<file path="config.mk">
export PLATFORM = sky130hd
export DESIGN_NAME = cpc_post
export DESIGN_NICKNAME = d
export VERILOG_FILES = /design/src/hw/rtl/cpc_pkg.sv /design/src/hw/rtl/cpc_post.sv
export SDC_FILE = /design/constraint.sdc
export NUM_CORES = 1
export LEC_CHECK = 0
export CAP_MARGIN = 25
export CORE_MARGIN = 4
export CORE_UTILIZATION = 24
export DETAILED_ROUTE_END_ITERATION = 7
export DONT_BUFFER_PORTS = 1
export GPL_TIMING_DRIVEN = 0
export PLACE_DENSITY_LB_ADDON = 0.12
export REMOVE_ABC_BUFFERS = 1
export SLEW_MARGIN = 20
export SYNTH_ARGS = -nofsm -noshare
export SYNTH_HDL_FRONTEND = slang
export SYNTH_SLANG_ARGS = --single-unit
</file>
<file path="constraint.sdc">
create_clock -name clk -period 4.2 [get_ports clk]
set_clock_uncertainty 0.1 [all_clocks]
set_input_delay 0 -clock clk [delete_from_list [all_inputs] [get_ports clk]]
set_output_delay 0 -clock clk [all_outputs]
set_load 0.03 [all_outputs]
</file>
<file path="src/hw/rtl/cpc_pkg.sv">
// cpc_pkg: shared types, widths, constants and the arctangent table of the converter
package cpc_pkg;

    localparam int DATA_W   = 24;
    localparam int GUARD    = 8;
    localparam int KINV_W   = 30;
    localparam int XW       = DATA_W + GUARD + 3;
    localparam int ZW       = DATA_W + 2;
    localparam int SQ_W     = 2 * DATA_W;
    localparam int REM_W    = DATA_W + 2;
    localparam int R_W      = XW - GUARD + 1;
    localparam int KPROD_W  = DATA_W + KINV_W;

    localparam logic [KINV_W-1:0] KINV_Q30 = 30'd652032874;

    localparam logic signed [DATA_W-1:0] PI_D      = DATA_W'(longint'(1) <<< (DATA_W - 2));
    localparam logic signed [DATA_W-1:0] HALF_PI_D = DATA_W'(longint'(1) <<< (DATA_W - 3));
    localparam logic signed [DATA_W-1:0] SAT_HI    = DATA_W'((longint'(1) <<< (DATA_W - 1)) - 1);
    localparam logic signed [DATA_W-1:0] SAT_LO    = DATA_W'(-(longint'(1) <<< (DATA_W - 1)));

    // atan(2^-i) with pi = 2^22
    localparam longint ATAN_TAB [32] = '{
        1048576, 619011, 327068, 166025, 83335, 41708, 20859, 10430,
        5215, 2608, 1304, 652, 326, 163, 81, 41,
        20, 10, 5, 3, 1, 1, 0, 0,
        0, 0, 0, 0, 0, 0, 0, 0
    };

    typedef struct packed {
        logic                     req_type;
        logic signed [DATA_W-1:0] in_real;
        logic signed [DATA_W-1:0] in_imag;
        logic        [DATA_W-1:0] in_magnitude;
        logic signed [DATA_W-1:0] in_phase;
    } cpc_req_t;

    typedef struct packed {
        logic        [DATA_W-1:0] out_magnitude;
        logic signed [DATA_W-1:0] out_phase;
        logic signed [DATA_W-1:0] out_real;
        logic signed [DATA_W-1:0] out_imag;
        logic                     saturated;
    } cpc_rsp_t;

    // per-transaction flags that ride alongside the datapath
    typedef struct packed {
        logic to_rect;
        logic flip;
        logic re_neg;
        logic re_zero;
        logic im_pos;
    } cpc_side_t;

    function automatic longint cpc_angle(input int idx);
        longint base;
        base = ATAN_TAB[idx & 31];
        if (DATA_W >= 24)
        begin
            return base <<< (DATA_W - 24);
        end
        else
        begin
            return (base + (longint'(1) <<< (23 - DATA_W))) >>> (24 - DATA_W);
        end
    endfunction

endpackage

</file>
<file path="src/hw/rtl/cpc_post.sv">
// cpc_post: rounding, phase offset and clamp, saturation and the result register
module cpc_post
    import cpc_pkg::*;
(
    input  logic                  clk,
    input  logic                  en,
    input  cpc_side_t             side,
    input  logic signed [XW-1:0]  x,
    input  logic signed [XW-1:0]  y,
    input  logic signed [ZW-1:0]  z,
    input  logic [REM_W-1:0]      rem,
    input  logic [DATA_W-1:0]     root,
    output cpc_rsp_t              rsp
);

    localparam logic signed [XW-1:0] RND   = XW'(longint'(1) <<< (GUARD - 1));
    localparam logic signed [ZW:0]   PI_E  = (ZW+1)'(PI_D);
    localparam logic signed [R_W-1:0] HI_R = R_W'(SAT_HI);
    localparam logic signed [R_W-1:0] LO_R = R_W'(SAT_LO);

    cpc_rsp_t               rsp_next, rsp_reg;
    logic signed [XW-1:0]   rx, ry;
    logic signed [R_W-1:0]  nx, ny;
    logic signed [DATA_W-1:0] part_re, part_im;
    logic                   sat_re, sat_im;
    logic signed [ZW:0]     off, ph_sum;
    logic signed [DATA_W-1:0] ph;
    logic [DATA_W-1:0]      mag;
    logic                   round_up;

    always_comb
    begin
        // rectangular parts
        rx = (x + RND) >>> GUARD;
        ry = (y + RND) >>> GUARD;
        nx = R_W'(rx);
        ny = R_W'(ry);
        if (side.flip)
        begin
            nx = -nx;
            ny = -ny;
        end
        sat_re  = 1'b0;
        sat_im  = 1'b0;
        part_re = DATA_W'(nx);
        part_im = DATA_W'(ny);
        if (nx > HI_R)
        begin
            part_re = SAT_HI;
            sat_re  = 1'b1;
        end
        else if (nx < LO_R)
        begin
            part_re = SAT_LO;
            sat_re  = 1'b1;
        end
        if (ny > HI_R)
        begin
            part_im = SAT_HI;
            sat_im  = 1'b1;
        end
        else if (ny < LO_R)
        begin
            part_im = SAT_LO;
            sat_im  = 1'b1;
        end

        // polar parts
        round_up = (rem > {2'b00, root});
        mag      = root + {{(DATA_W-1){1'b0}}, round_up};
        if (side.re_neg)
        begin
            off = side.im_pos ? PI_E : -PI_E;
        end
        else
        begin
            off = '0;
        end
        ph_sum = (ZW+1)'(z) + off;
        if (side.re_zero)
        begin
            ph = side.im_pos ? HALF_PI_D : -HALF_PI_D;
        end
        else if (ph_sum > PI_E)
        begin
            ph = PI_D;
        end
        else if (ph_sum < -PI_E)
        begin
            ph = -PI_D;
        end
        else
        begin
            ph = DATA_W'(ph_sum);
        end

        if (side.to_rect)
        begin
            rsp_next.out_magnitude = '0;
            rsp_next.out_phase     = '0;
            rsp_next.out_real      = part_re;
            rsp_next.out_imag      = part_im;
            rsp_next.saturated     = sat_re | sat_im;
        end
        else
        begin
            rsp_next.out_magnitude = mag;
            rsp_next.out_phase     = ph;
            rsp_next.out_real      = '0;
            rsp_next.out_imag      = '0;
            rsp_next.saturated     = 1'b0;
        end
    end

    always_ff @(posedge clk)
    begin
        if (en)
        begin
            rsp_reg <= rsp_next;
        end
    end

    assign rsp = rsp_reg;

endmodule

</file>
# --- Word-level counts from Yosys, hierarchy flattened ---
# Cells that the tools add are included.
op_classes:
  bitwise_logic: 2
  order_cmp: 7
  mux: 16
  n_reduce_logical: 2
  addsub: 6
op_table:
  columns: ["op", "n"]
  rows:
  - ["$mux 24", 6]
  - ["$add 35x9->35 const B", 2]
  - ["$gt 28x24->1 const B", 2]
  - ["$lt 28x24->1 const B", 2]
  - ["$mux 28", 2]
  - ["$neg 27->28", 2]
  - ["$mux 27", 2]
  - ["$mux 23", 2]
  - ["$add 26x27->27", 1]
  - ["$gt 27x24->1 const B", 1]
  - ["$lt 27x23->1 const B", 1]
  - ["$gt 26x24->1", 1]
  - ["$add 24x1->24", 1]
  - ["$mux 1", 4]
  - ["$reduce_or 2->1", 2]
  - ["$not 1->1", 1]
  - ["$or 1x1->1", 1]
word_totals:
  regBits: 97
  word_cells: 40
  output_inout_bits: 97
  input_bits: 153

# --- Logic depth before layout (Yosys ltp) ---
# Gate-level depths: netlist of the first run.
depth:
  word_depth: 7
  ltp_mapped: 19
  ltp_nobuf: 19

# --- Least setup slack after synthesis of the first run ---
# No wires, ideal clock.
synth_path:
  kind: "input to register"
  startpoint: "input y[7]"
  endpoint: "register rsp_reg (netlist bit rsp[22]) (data pin)"
  t_arrival_ns: 2.887
  slack_ns: 0.956
  cell_stages: 15
  t_required_ns: 3.843
  n_path_buf: 4
  setup_time_ns: 0.257
  cell_sequence: "ha_1 buf_6 and4_1 buf_2 and4_4 nand3_1 xnor2_1 or4_1 buf_2 or2_1 a2111oi_2 a2bb2oi_2 nand3b_2 buf_6 o21ai_2"
synth_via:
  elab_chain_len: 6
  elab_cells_between_ends: 7
  classes_between: "add/sub (2); order compare (2); mux (3)"
synth_lines:
  columns: ["element", "line_no", "source"]
  rows:
  - ["from (decl)", "cpc_post.sv:9", "input logic signed [XW-1:0] y,"]
  - ["$add 35x9->35 (*)", "cpc_post.sv:35", "ry = (y + RND) >>> GUARD;"]
  - ["$neg 27->28", "cpc_post.sv:41", "ny = -ny;"]
  - ["$mux 28 (*)", "cpc_post.sv:38", "if (side.flip)"]
  - ["$lt 28x24->1", "cpc_post.sv:62", "else if (ny < LO_R)"]
  - ["$mux 24", "cpc_post.sv:62", null]
  - ["$mux 23 (*)", "cpc_post.sv:57", "if (ny > HI_R)"]
  - ["to (signal assigned)", "cpc_post.sv:119", "rsp_reg <= rsp_next;"]
  - ["to (decl)", "cpc_post.sv:21", "cpc_rsp_t rsp_next, rsp_reg;"]
# Every way passes the cells marked *; elsewhere a longest branch is shown, timed or not.
# A chain may end at the register's enable or synchronous reset.

# --- Worst setup path after layout of the first run ---
layout_path:
  startpoint: "input root[4]"
  endpoint: "register rsp_reg (netlist bit rsp[92]) (data pin)"
layout_via:
  elab_chain_len: 2
layout_lines:
  columns: ["element", "line_no", "source"]
  rows:
  - ["from (decl)", "cpc_post.sv:12", "input logic [DATA_W-1:0] root,"]
  - ["$gt 26x24->1", "cpc_post.sv:69", "round_up = (rem > {2'b00, root});"]
  - ["$add 24x1->24 (*)", "cpc_post.sv:70", "mag = root + {{(DATA_W-1){1'b0}}, round_up};"]
# Marked as above.

==> impl_metrics.toml, run 1 <==
[yosys]
synth.distinct_cells = 82
avgSynthCellArea_um2 = 9.17
synth-edff-count = 97
ys_ff_latch = 97
ys_seq_area_frac = 0.358
yosysWarnings = 0
synthCells = 886
synthArstFlopShare = 0
ys.flop_type = "edfxtp_1"
synth_area_um2 = 8130

[clock_tree]
numCtsBuffers = 9
cts.clk_slew.worst_paths_ps = 70
cts_buffer_depth = 2
h-tree-depth = 3
clkSinkCount = 97
cts-root-buf = "clkbuf_16"
cts_tree = "done"
postCtsSetupBuffers = 0

[route]
routed-via-count = 6867
vias_per_cell = 4.94
drtAntennaViolNets = 0
wl_per_cell_um = 19.9
drt_iter0_drc = 375
wirelength_um = 27700
route.detailed.drc = 0
drt_first_pass_iters = 5

[final_layout]
fin_cells = 1391
fillers = 3517
largest_reg_flops = 97
nets = 1127
multiInputGateArea_um2 = 4820
ff_latch_area_um2 = 2910
drive_gt1_frac = 0.0647
diodes = 0
syn_to_final_growth_pct = 18.8
fin_area_um2 = 9650
fin_util = 0.289

[global_route]
grt_pass1_wl_um = 41300
grt_max_degree = 98
grt_usage = 0.145
grt_overflow = 0
grt_pass1_vias = 6738
antenna_found_initial = 0

[critical_path]
arrival_ps = 3980
cp-end-kind = "flip-flop"
critical_path_class = "in2reg"
crit_fanout = 3
crit_required_ps = 4200
critPathLaunchType = "primary input"

[power_and_ir_drop]
swShare = 0.331
p_switching_uw = 895
pwr-share-clk = 0.293
p_leak_nw = 3.26
vdd_drop_max_mv = 0.146
power_frac_seq = 0.519
p_int_mw = 1.81
p_total_mw = 2.70
p_comb_frac = 0.188
power_density_nw_per_um2 = 280

[sta]
hold_viol = 0
hold_ws_ps = 6.87
max_slew_margin = 0.343
grt_setup_unrepaired = "no"
finalSetupViolCount = 0
worst_pin_slew_ps = 982
fin_crit_sh = 0.949
fmax_mhz = 251
fin_crit_ps = 3980
maxSlewViolCount = 0

[placement]
port_buffers = 0
place.gp.congestion = 0.790
dp.cells = 1286
dp_hpwl_um = 20100
place_area_um2 = 8440

[hold_path]
hold_path_depth = 3
hp-start = "y[19]"
worstHoldPathType = "in2reg"
hold_end = "rsp[12]$_SDFFCE_PN0P_"

[flow_run]
cap_violations = 0

[floorplanning]
core_area_um2 = 33400
start_util = 0.243
rows = 67
dieWidth_um = 192
die-area_um2 = 36900
die_y_um = 192
ios = 250

[run_status]
status = "finished, final reports clean"
==> routing by layer <==
layer  vias to the layer above  GRT usage  wire length (µm)
li1                       3374          -                 -
met1                      3281      0.193             12600
met2                       194      0.233             12600
met3                        18     0.0364              2010
met4                         0     0.0411               455
met5                         -          0                 0
==> worst max-delay path: stages <==
cell           delay, ps
dlygate4sd3_1        530
inv_1                 60
ha_1                 300
o21a_1               130
o21a_1               110
o21a_1               120
o21a_1               110
o211ai_1              90
a211o_1              270
a21oi_1              190
ha_1                 220
nand3_1              160
nor2_2               220
nand4_1              130
dlygate4sd3_1        600
xnor2_1              130
dlygate4sd3_1        560
nor2_1                40
==> kinds of logic after synthesis <==
kind of cell    Yosys count  synth area share
buf+inv                  91            0.0529
mux                       3           0.00385
xor+xnor                127             0.137
simple gates            346             0.235
flops                    97             0.358
compound gates          187             0.159
fa+ha+maj                35            0.0548
==> cells in the mapped netlist, drive strengths merged, types with 7 or more instances <==
| library cell | n | share of area |
|---|---|---|
| clkbuf | 19 | 0.0088 |
| ha | 34 | 0.052 |
| nor3 | 26 | 0.017 |
| edfxtp | 97 | 0.36 |
| or3 | 8 | 0.0068 |
| nor2 | 65 | 0.030 |
| o21ai | 79 | 0.058 |
| a21oi | 17 | 0.010 |
| inv | 43 | 0.020 |
| nand3 | 45 | 0.031 |
| xor2 | 31 | 0.033 |
| nor2b | 7 | 0.0054 |
| a21o | 12 | 0.011 |
| a31oi | 12 | 0.0092 |
| and3 | 17 | 0.013 |
| xnor2 | 96 | 0.10 |
| or2 | 7 | 0.0054 |
| nor4 | 21 | 0.020 |
| buf | 29 | 0.024 |
| and4 | 8 | 0.0089 |
| o31ai | 7 | 0.0065 |
| nand4 | 34 | 0.026 |
| o21a | 12 | 0.011 |
| and2 | 29 | 0.022 |
| nand2 | 56 | 0.026 |
==> power by group through the flow <==
stage / clock network [mW] / logic [mW] / registers (mW)
floorplan: 0 / 0.313 / 1.40
global placement: 0 / 0.393 / 1.43
detailed placement: 0 / 0.394 / 1.43
CTS: 0.833 / 0.512 / 1.41
global route: 0.863 / 0.568 / 1.42
finish: 0.792 / 0.507 / 1.40
==> stage by stage <==
step           TNS (ps)  setup WS (ps)
4_1_cts               0            128
3_5_place_dp          0           26.2
6_report              0            215
5_1_grt               0           5.54
2_1_floorplan         0            584
3_3_place_gp     -21940          -1230
==> how the worst max path moves through the flow <==
stage	start	to	slack, ps
global route	y[9]	rsp[22]$_SDFFCE_PN0P_	6
CTS	root[4]	rsp[92]$_SDFFCE_PP0P_	130
finish	root[4]	rsp[92]$_SDFFCE_PP0P_	220
detailed placement	y[7]	rsp[1]$_SDFFCE_PN0P_	30
floorplan	x[9]	rsp[35]$_SDFFCE_PN0P_	580
global placement	x[9]	rsp[42]$_SDFFCE_PN0P_	-1230
==> what timing repair did <==
action	CTS	global route
endpoints found under the hold margin	189	0
resized for setup	0	5
hold buffers	90	0
setup endpoints to repair	0	6
==> area by class of cell <==
cell class,count,share of cell area
Clock buffer,9,0.0233
Clock inverter,6,0.00363
Inverter,43,0.0167
Multi-Input combinational cell,698,0.499
Sequential cell,97,0.302
Tap cell,448,0.0581
Timing Repair Buffer,90,0.0972
==> cells in the final DEF (no fill, tap or decap), types with 5 or more instances in the layout <==
cell type	n
nor3_1	25
and3_1	16
nand4_1	34
xnor2_1	96
and2_1	29
or4_1	5
o21ai_2	20
a31oi_1	11
clkbuf_16	9
xor2_1	31
nand2_1	55
edfxtp_1	97
nor2_1	63
inv_1	43
dlygate4sd3_1	87
o21ai_1	20
a21oi_1	17
nand3_1	43
or3_1	7
a21o_1	12
ha_1	34
o21ai_0	39
o21a_1	12
or2_2	5
and4_1	7
o31ai_1	7
nor4_1	17
nor2b_1	7
No activity file was read; power rests on OpenSTA's default activity.
==> run 2: changes to the inputs <==
--- a/config.mk
+++ b/config.mk
@@ -7,11 +7,12 @@
 export LEC_CHECK = 0
 export CAP_MARGIN = 25
 export CORE_MARGIN = 4
-export CORE_UTILIZATION = 24
+export CORE_UTILIZATION = 45
 export DETAILED_ROUTE_END_ITERATION = 7
 export DONT_BUFFER_PORTS = 1
 export GPL_TIMING_DRIVEN = 0
 export PLACE_DENSITY_LB_ADDON = 0.12
+export RECOVER_POWER = 25
 export REMOVE_ABC_BUFFERS = 1
 export SLEW_MARGIN = 20
 export SYNTH_ARGS = -nofsm -noshare
==> run 2 against run 1 <==
Net effect:
- the run now ends with capacitance limit, slew limit left
- non-clock buffer count grew 3
- critical path depth grew 1
- global-route usage grew 7.7 points
- largest cell class unchanged
- highest routed layer unchanged
==> impl_metrics.toml, run 2 (synthesized netlist as in run 1, its figures left out) <==
[run_status]
status = "finished with violations"
violations = "capacitance limit, slew limit"

[route]
drt_first_pass_iters = 5
wirelength_um = 23600
drt_iter0_drc = 408
route.detailed.drc = 0
routed-via-count = 6982
wl_per_cell_um = 20.1
vias_per_cell = 5.96
drtAntennaViolNets = 0

[critical_path]
crit_required_ps = 4190
crit_fanout = 4
critPathLaunchType = "primary input"
cp-end-kind = "flip-flop"
critical_path_class = "in2reg"
arrival_ps = 4020

[floorplanning]
start_util = 0.465
die-area_um2 = 20300
core_area_um2 = 17500
rows = 48
dieWidth_um = 142
die_y_um = 142
ios = 250

[final_layout]
largest_reg_flops = 97
multiInputGateArea_um2 = 4820
syn_to_final_growth_pct = 16.0
ff_latch_area_um2 = 2910
final_cell_mix = "edfxtp_1 (97), xnor2_1 (96), dlygate4sd3_1 (89), nor2_1 (63), nand2_1 (55)"
mostFrequentLayoutCell = "edfxtp_1"
fillers = 1591
nets = 1130
drive_gt1_frac = 0.0686
diodes = 0
fin_util = 0.540

[flow_run]
cap_violations = 1

[global_route]
grt_max_degree = 98
grt_pass1_vias = 6595
grt_usage = 0.222
grt_overflow = 0
grt_pass1_wl_um = 36300
antenna_found_initial = 0

[sta]
fin_crit_ps = 4030
hold_ws_ps = 18.6
worst_pin_slew_ps = 2370
max_slew_margin = -0.582
fmax_mhz = 248
maxSlewViolCount = 98
finalSetupViolCount = 0
grt_setup_unrepaired = "no"
fin_crit_sh = 0.960
hold_viol = 0

[placement]
dp_hpwl_um = 17600
port_buffers = 0
place.gp.congestion = 0.874

[power_and_ir_drop]
vdd_drop_max_mv = 0.211
p_total_mw = 2.80
p_leak_nw = 3.32
power_density_nw_per_um2 = 297

[clock_tree]
cts-root-buf = "clkbuf_16"
cts.clk_slew.worst_paths_ps = 70
clkSinkCount = 97
cts_buffer_depth = 2
cts_tree = "done"
numCtsBuffers = 9
h-tree-depth = 3
postCtsSetupBuffers = 0

[hold_path]
worstHoldPathType = "in2reg"
hold_path_depth = 3
-- run 2: final cells by class --
cell class,instances,area share
inverter,43,0.0171
multi-input combinational,698,0.511
clock buffer,9,0.0239
timing repair buffer,93,0.0988
tap,225,0.0298
clock inverter,7,0.0107
sequential,97,0.309
-- run 2: stage by stage --
| stage | instance area [µm²] | cells | TNS, ps | worst slack (ps) |
|---|---|---|---|---|
| final | 9430 | 1172 | 0 | 168 |
| after global routing | 9430 | 1172 | 0 | 3.98 |
| after CTS | 9430 | 1172 | 0 | 66.5 |
| after detailed placement | 8160 | 1064 | -21.4 | -21.4 |
| after global placement | 8140 | 1063 | -5130 | -303 |
| after floorplan | 7860 | 838 | 0 | 584 |
-- run 2: where the power goes --
part / leakage [nW] / switching, mW / internal (mW)
combinational: 2.23 / 0.268 / 0.234
clock: 0.160 / 0.363 / 0.528
sequential: 0.935 / 0.224 / 1.18
-- run 2: critical path, stage by stage --
cell and delay (ps):
dlygate4sd3_1 550, inv_1 70, ha_1 300, o21a_1 120, o21a_1 110, o21a_1 120, o21a_1 110, o211ai_1 80
a211o_1 260, a21oi_1 140, ha_2 230, ha_1 200, nand2_1 130, nor2_4 180, nand4_1 100, dlygate4sd3_1 590
xnor2_1 120, dlygate4sd3_1 560, nor2_1 40
-- run 2: routing by layer --
metal	wire length [µm]	track usage	share of wire	vias up
met3	2060	0.0454	0.087	13
met1	10200	0.308	0.43	3312
li1	-	-	-	3382
met4	189	0.0385	0.0080	0
met5	0	0	0	-
met2	11200	0.364	0.47	275
-- run 2: repair_timing --
| item | CTS | global route |
|---|---|---|
| hold endpoints to repair | 182 | 0 |
| setup endpoints to repair | 0 | 3 |
| resized for setup | 0 | 6 |
| hold buffers | 92 | 0 |
-- run 2: worst paths after layout --
path	from	slack, ps	endpoint
max	root[4]	170	rsp[95]$_SDFFCE_PP0P_
min	side[3]	20	rsp[8]$_SDFFCE_PN0P_
